==> config.mk <==
export PLATFORM = sky130hd
export DESIGN_NAME = lap3_window
export DESIGN_NICKNAME = d
export VERILOG_FILES = /design/src/lap3_pkg.sv /design/src/lap3_window.sv
export SDC_FILE = /design/constraint.sdc
export NUM_CORES = 1
export LEC_CHECK = 0
export ABC_AREA = 1
export BUFFER_PORTS_ARGS = -buffer_cell sky130_fd_sc_hd__buf_2
export CORE_MARGIN = 4
export CORE_UTILIZATION = 50
export DETAILED_ROUTE_END_ITERATION = 8
export HOLD_SLACK_MARGIN = 0.12
export PLACE_DENSITY = 0.76
export SYNTH_ARGS = -nofsm -noshare
export SYNTH_HDL_FRONTEND = slang
export SYNTH_SLANG_ARGS = --single-unit
export TNS_END_PERCENT = 1
==> constraint.sdc <==
create_clock -name clk -period 6.22 [get_ports clk]
set_input_delay 1.244 -clock clk [delete_from_list [all_inputs] [get_ports clk]]
set_output_delay 1.244 -clock clk [all_outputs]
set_load 0.01 [all_outputs]
==> src/lap3_pkg.sv <==
`timescale 1ns / 1ps
// ----------------------------------------------------------------------------
// lap3_pkg
// Shared types and constants for the 3x3 Laplacian stream filter.
// ----------------------------------------------------------------------------
package lap3_pkg;

  localparam int MaxWidth   = 4096;
  localparam int AddrW      = $clog2(MaxWidth);
  localparam int PixW       = 8;
  localparam int CoordW     = 12;
  localparam int DimW       = 13;
  localparam int CfgIndexW  = 8;

  localparam logic [DimW-1:0] DimMin       = DimW'(3);
  localparam logic [DimW-1:0] HeightMax    = DimW'(4096);
  localparam logic [DimW-1:0] WidthMax     = (MaxWidth < 4096) ? DimW'(MaxWidth) : DimW'(4096);
  localparam logic [DimW-1:0] WidthReset   = DimW'(640);
  localparam logic [DimW-1:0] HeightReset  = DimW'(480);

  localparam logic [CfgIndexW-1:0] RegImageWidth  = CfgIndexW'(0);
  localparam logic [CfgIndexW-1:0] RegImageHeight = CfgIndexW'(1);

  typedef struct packed {
    logic [PixW-1:0]   pix;
    logic [CoordW-1:0] col;
    logic [CoordW-1:0] row;
    logic              produce;
    logic              last;
  } stage_t;

endpackage

==> src/lap3_window.sv <==
`timescale 1ns / 1ps
// ----------------------------------------------------------------------------
// lap3_window
// 3x3 pixel window with the Laplacian kernel sum and clamp.
// ----------------------------------------------------------------------------
module lap3_window (
  input  logic                       clk,
  input  logic                       rst,
  input  logic                       shift_en,
  input  logic [lap3_pkg::PixW-1:0]  new_upper,
  input  logic [lap3_pkg::PixW-1:0]  new_middle,
  input  logic [lap3_pkg::PixW-1:0]  new_lower,
  output logic [lap3_pkg::PixW-1:0]  filt_value
);

  logic [lap3_pkg::PixW-1:0] win      [9];
  logic [lap3_pkg::PixW-1:0] win_next [9];
  logic [11:0]               ring_sum;
  logic signed [13:0]        total;

  always_comb begin
    for (int r = 0; r < 3; r++) begin
      win_next[r*3]     = win[r*3+1];
      win_next[r*3+1]   = win[r*3+2];
    end
    win_next[2] = new_upper;
    win_next[5] = new_middle;
    win_next[8] = new_lower;
  end

  always_comb begin
    ring_sum = 12'(win_next[0]) + 12'(win_next[1]) + 12'(win_next[2])
             + 12'(win_next[3]) + 12'(win_next[5]) + 12'(win_next[6])
             + 12'(win_next[7]) + 12'(win_next[8]);
    total = $signed({2'b00, ring_sum}) - $signed({3'b000, win_next[4], 3'b000});
    if (total < 0) begin
      filt_value = '0;
    end else if (total > 14'sd255) begin
      filt_value = '1;
    end else begin
      filt_value = total[lap3_pkg::PixW-1:0];
    end
  end

  always_ff @(posedge clk) begin
    if (rst) begin
      for (int k = 0; k < 9; k++) begin
        win[k] <= '0;
      end
    end else if (shift_en) begin
      for (int k = 0; k < 9; k++) begin
        win[k] <= win_next[k];
      end
    end
  end

endmodule

==> impl_metrics.env, run 1 <==
export IMPL_synth_warnings=0
export IMPL_clockRootBuffer="clkbuf_8"
export IMPL_critical_path_reg2reg_startpoint="win[5][2]$_SDFFCE_PN0P_"
export IMPL_synth_compound_area_share_pct=1.34
export IMPL_max_clock_path_buffers=2
export IMPL_report_final_slew_viol_count=0
export IMPL_cts_clk_slew_worst_paths_ns=0.09
export IMPL_post_synth_num_cell_types=20
export IMPL_num_rows=31
export IMPL_critical_path_most_common_cell="nand2_2"
export IMPL_largest_reg_flops=48
export IMPL_cts_htree_levels=2
export IMPL_yosys_mux_area_fraction_pct=0
export IMPL_largest_fanout_on_the_critical_path=8
export IMPL_crit_path_start="new_lower[2]"
export IMPL_number_of_buffers_inserted_by_port_buffering=34
export IMPL_min_period_over_period_pct=99.9
export IMPL_worst_setup_path_start_kind="input port"
export IMPL_drt_drc_violations_left=0
export IMPL_drv_cap=0
export IMPL_area_delta_synth_final_pct=12.9
export IMPL_vias=2383
export IMPL_drt_first_iter_violations=70
export IMPL_clkLatencyLatePin_ns=0.30
export IMPL_core_area_um2=7330
export IMPL_drive_gt1_share_pct=20.1
export IMPL_worst_slew_pin_slew_ns=1.14
export IMPL_diodes=0
export IMPL_fp_dieArea_um2=9090
export IMPL_cts_sinks=48
export IMPL_setup_repair_after_global_routing_missed_its_margin="yes"
export IMPL_relSlewSlack_pct=24.0
export IMPL_synth_top_cell_area_share_pct=37.8
export IMPL_holdCritPathClass="flip-flop to flip-flop"
export IMPL_dr_pass1_iters=4
export IMPL_status="finished clean"
export IMPL_largestRegisters="win: 48 flops"
export IMPL_synth_top_area_cells="edfxtp_1 38%, fa_1 28%, inv_1 12%"
export IMPL_post_route_min_period_ns=6.21
export IMPL_largest_net_degree_at_the_start_of_global_routing=49
export IMPL_main_combinational_cell_family_by_area_after_synthesis="adder cells"
export IMPL_pin_count=35
export IMPL_worst_setup_path_type="input port to primary output"
export IMPL_synth_largest_area_cell="edfxtp_1"
export IMPL_syn_area_um2=3820
export IMPL_worstSetupEndpointType="primary output"
export IMPL_track_usage_pct=16.3
export IMPL_ant_nets=0
export IMPL_detailedPlacementHpwl_mm=5.05
export IMPL_initial_core_util_pct=52.1
export IMPL_vias_per_cell=4.66
export IMPL_clock_skew_ns=0.00313
export IMPL_grt_overflow_total=0
export IMPL_cts_bufs_inserted=5
export IMPL_totalWireLength_mm=6.37
export IMPL_finalHoldViolations=0
export IMPL_synth_xor_area_share_pct=0.918
export IMPL_wire_length_of_the_first_global_routing_pass_mm=11.4
export IMPL_syn_nets=469
export IMPL_grt_antenna_before_repair=0
export IMPL_chain_of_cells_forming_the_critical_path="buf_6 -> fa_1 -> fa_1 -> fa_1 -> inv_2 -> fa_1 -> inv_2 -> ha_4 -> inv_2 -> fa_2 -> inv_2 -> nand3_2 -> nand2_2 -> nand2_2 -> nand2_2 -> nand2_2 -> nand2_2 -> nand2_4 -> nor2_8 -> nand3_1 -> nand2_1 -> inv_1 -> buf_2"
export IMPL_cpPeakStageDelay_ns=0.56
export IMPL_worst_hold_startpoint="win[5][5]$_SDFFCE_PN0P_"
export IMPL_yosys_register_bits=48
export IMPL_chipHeight_um=95.4
export IMPL_whs_ns=0.594
export IMPL_finalSetupViolCount=0
export IMPL_wire_per_inst_um=12.5
export IMPL_critPathRequiredTime_ns=4.98
export IMPL_timing_critical_path_slowest_stage_cell="fa_1"
export IMPL_gpl_final_weighted_congestion=0.842
export IMPL_synth_adder_area_share_pct=33.7
export IMPL_synth_simple_area_share_pct=14.0
export IMPL_syn_mean_instance_area_um2=10.3
export IMPL_arrival_ns=4.97
export IMPL_seq_area_frac_synth_pct=37.8
export IMPL_final_core_utilization_pct=58.8
export IMPL_fmax_mhz=161
export IMPL_cell_count_after_synthesis=371
export IMPL_grt_pass1_vias=2602
export IMPL_largest_register="win"
export IMPL_nets=509
export IMPL_cts_tree="built"
export IMPL_chipWidth_um=95.4
## cell families (layout without fill, tap and decap cells)
family / after synthesis / in the layout
AO/OA/AOI/OAI: 6 / 6
XOR/XNOR: 4 / 4
flip-flops: 48 / 48
buffers and inverters: 125 / 166
adder cells (fa/ha/maj): 71 / 71
AND/OR/NAND/NOR: 117 / 117
## layout by cell type, fill, tap and decap left out, drive strengths merged
cell	n
clkbuf	5
ha	18
a21oi	5
fa	53
nor2	56
nand2	43
or2	1
edfxtp	48
clkinv	2
o21bai	1
nand3	16
buf	38
xor2	2
bufinv	1
inv	120
xnor2	2
nand4	1
## cells in the mapped netlist, drive strengths merged
master  number
a21oi        5
inv        120
o21bai       1
nor2        56
xor2         2
clkbuf       5
ha          18
xnor2        2
nand3       16
edfxtp      48
or2          1
nand2       43
nand4        1
fa          53
## repair_timing
item                       CTS  global route
setup buffers                1             0
pin swaps                    7             8
hold buffers                 0             0
resized for setup           11            11
setup endpoints to repair    8             8
## final timing paths
| check | to | slack (ns) | depth (start not counted) |
|---|---|---|---|
| setup / recovery | filt_value[0] | 0.007 | 23 |
| hold / removal | win[4][5]$_SDFFCE_PN0P_ | 0.59 | 2 |
| setup reg to reg | win[4][2]$_SDFFCE_PN0P_ | 5.38 | 2 |
| hold reg to reg | win[4][5]$_SDFFCE_PN0P_ | 0.59 | 2 |
## per-stage QoR
step / worst slack, ns / instance area (um^2) / setup TNS (ns) / instances
floorplan: 0.210 / 3820 / 0 / 371
global placement: -0.0910 / 4110 / -0.705 / 502
detailed placement: -0.177 / 4110 / -1.23 / 502
CTS: -0.0383 / 4260 / -0.260 / 511
global route: -0.198 / 4310 / -1.49 / 511
finish: 0.00662 / 4310 / 0 / 511
## routing by layer
metal | vias up | part of all wire, % | global-route usage [%]
met2 | 43 | 53 | 30.7
met4 | 0 | 2.1 | 4.69
met5 | - | 0 | 0
met1 | 1161 | 41 | 18.8
met3 | 15 | 4.0 | 3.00
li1 | 1164 | - | -
## final cells by class
class                      instances  area, um^2
tap                               99         124
clock inverter                     3        37.5
multi-input combinational        198        1980
clock buffer                       5        68.8
fill                             600        3020
inverter                         120         450
timing repair buffer              38         206
sequential                        48        1440
## worst max-delay path: cells and delay by family
family                   cells  cell delay, ns
buffers and inverters        7            0.48
adder cells (fa/ha/maj)      6            2.44
AND/OR/NAND/NOR             10            0.80
Power of run 1 is left out: the tool's default activity adds up to more than one toggle a clock period on the data nets, which glitch-free logic cannot reach.
==> run 2: changes to the inputs <==
--- a/config.mk
+++ b/config.mk
@@ -11,2 +11,3 @@
 export CORE_UTILIZATION = 50
+export CTS_BUF_LIST = sky130_fd_sc_hd__clkbuf_8
 export DETAILED_ROUTE_END_ITERATION = 8
--- a/constraint.sdc
+++ b/constraint.sdc
@@ -3,2 +3,2 @@
 set_output_delay 1.244 -clock clk [all_outputs]
-set_load 0.01 [all_outputs]
+set_load 0.005 [all_outputs]
==> run 2 against run 1 <==
Compared with the run above: highest routed layer unchanged; global-route usage grew 0.082 points; non-clock buffer count grew 2; cell area grew 0.55%; largest cell class unchanged; clock skew grew 0.00078 ns; maximum frequency is essentially flat; worst hold slack lost 0.0063 ns; via count shrank 1.5%; critical endpoint is now filt_value[2]; first-iteration DRC count shrank 11%.
==> impl_metrics.env, run 2 (same netlist as run 1, synthesis figures left out) <==
export IMPL_finalSetupViolCount=0
export IMPL_leading_cell_type_in_the_layout_fill_and_taps_excluded="inv_1"
export IMPL_fp_dieArea_um2=9090
export IMPL_global_route_peak_usage_layer="met2"
export IMPL_clkLatencyLatePin_ns=0.30
export IMPL_largest_net_degree_at_the_start_of_global_routing=49
export IMPL_critPathRequiredTime_ns=4.98
export IMPL_core_area_um2=7330
export IMPL_cts_htree_levels=2
export IMPL_nets=511
export IMPL_worst_setup_path_type="input port to primary output"
export IMPL_vias=2348
export IMPL_report_final_slew_viol_count=0
export IMPL_drv_cap=0
export IMPL_holdCritPathClass="flip-flop to flip-flop"
export IMPL_vias_per_cell=4.58
export IMPL_drive_gt1_share_pct=22.2
export IMPL_cts_tree="built"
export IMPL_use_met1_pct=18.8
export IMPL_grt_antenna_before_repair=0
export IMPL_fillerInstances=613
export IMPL_arrival_ns=4.96
export IMPL_fmax_mhz=161
export IMPL_min_period_over_period_pct=99.8
export IMPL_diodes=0
export IMPL_ant_nets=0
export IMPL_finalHoldViolations=0
export IMPL_num_rows=31
export IMPL_grt_met2_usage_pct=31.0
export IMPL_initial_core_util_pct=52.1
export IMPL_largestRegisters="win: 48 flops"
export IMPL_placed_cell_area_um2=4110
export IMPL_status="finished clean"
export IMPL_cts_sinks=48
export IMPL_track_usage_pct=16.4
export IMPL_drt_drc_violations_left=0
export IMPL_worst_setup_path_start_kind="input port"
export IMPL_gpl_final_weighted_congestion=0.844
export IMPL_worstSetupEndpointType="primary output"
export IMPL_relSlewSlack_pct=23.9
export IMPL_largest_fanout_on_the_critical_path=8
export IMPL_clock_skew_ns=0.00391
export IMPL_layout_common_cells="117 x inv_1, 51 x nor2_1, 50 x fa_1"
export IMPL_drt_first_iter_violations=62
export IMPL_post_route_min_period_ns=6.21
export IMPL_max_clock_path_buffers=2
export IMPL_grt_overflow_total=0
export IMPL_grt_pass1_vias=2657
export IMPL_wire_length_of_the_first_global_routing_pass_mm=11.4
export IMPL_area_delta_synth_final_pct=13.5
export IMPL_final_area_um2=4330
export IMPL_dr_pass1_iters=4
export IMPL_largest_register="win"
export IMPL_chipWidth_um=95.4
export IMPL_detailedPlacementHpwl_mm=5.12
export IMPL_totalWireLength_mm=6.49
export IMPL_number_of_buffers_inserted_by_port_buffering=34
export IMPL_cts_bufs_inserted=5
export IMPL_cts_clk_slew_worst_paths_ns=0.08
export IMPL_wire_per_inst_um=12.7
export IMPL_chipHeight_um=95.4
export IMPL_largest_reg_flops=48
export IMPL_clockRootBuffer="clkbuf_8"
export IMPL_met3_usage_pct=2.84
export IMPL_pin_count=35
export IMPL_setup_repair_after_global_routing_missed_its_margin="yes"
export IMPL_worst_slew_pin_slew_ns=1.14
## run 2: cell count changes in the layout (fill, tap and decap cells not counted), moves of 2 or more
cell	previous run	this run
nand3_2	5	10
nand2_2	8	10
nand2_1	34	32
inv_1	114	117
nand3_1	11	6
buf_4	4	6
## run 2: repair_timing
action | CTS | global route
buffers inserted | 1 | 2
setup endpoints to repair | 8 | 8
pin swaps | 5 | 16
hold buffers | 0 | 0
resized for setup | 4 | 25
## run 2: path summary, 6_finish.rpt
| path | from | end | slack, ns | cells after the start |
|---|---|---|---|---|
| min | win[5][5]$_SDFFCE_PN0P_ | win[4][5]$_SDFFCE_PN0P_ | 0.59 | 2 |
| min reg2reg | win[5][5]$_SDFFCE_PN0P_ | win[4][5]$_SDFFCE_PN0P_ | 0.59 | 2 |
| max | new_lower[2] | filt_value[2] | 0.01 | 23 |
| max reg2reg | win[5][2]$_SDFFCE_PN0P_ | win[4][2]$_SDFFCE_PN0P_ | 5.37 | 2 |
## run 2: final cells by class
type | count | area (um^2) | share of cell area, %
tap | 99 | 124 | 2.86
clock buffer | 5 | 68.8 | 1.59
sequential | 48 | 1440 | 33.3
multi-input combinational | 198 | 2020 | 46.5
timing repair buffer | 40 | 221 | 5.11
clock inverter | 3 | 11.3 | 0.260
inverter | 120 | 450 | 10.4
## run 2: layer usage
layer	up-vias	routed length [um]
li1	1166	-
met1	1135	2730
met2	35	3440
met3	12	210
met4	0	108
met5	-	0
## run 2: through the flow
| step | hold slack [ns] | setup TNS, ns | instances | utilization, % | setup slack (ns) |
|---|---|---|---|---|---|
| 2_1_floorplan | 0.535 | 0 | 371 | - | 0.227 |
| 3_3_place_gp | 0.549 | -0.606 | 502 | 56.1 | -0.0784 |
| 3_5_place_dp | 0.561 | -1.04 | 502 | 56.1 | -0.143 |
| 4_1_cts | 0.589 | -0.256 | 511 | 57.6 | -0.0442 |
| 5_1_grt | 0.629 | -1.46 | 513 | 59.1 | -0.202 |
| 6_report | 0.588 | 0 | 513 | 59.1 | 0.0128 |
## run 2: critical path, cell delays in order
cell and delay [ns]:
buf_6 0.09, fa_1 0.51, fa_1 0.43, fa_1 0.51, inv_2 0.04, fa_1 0.44
inv_1 0.07, ha_2 0.18, inv_2 0.04, fa_2 0.39, inv_2 0.06, nand3_2 0.06
nand2_2 0.09, nand2_2 0.07, nand2_2 0.05, nand2_2 0.06, nand2_2 0.09, nand2_4 0.07
nor2_8 0.17, nand3_2 0.08, nand2_1 0.07, inv_1 0.04, buf_2 0.11
Power of run 2 is left out for the same reason.
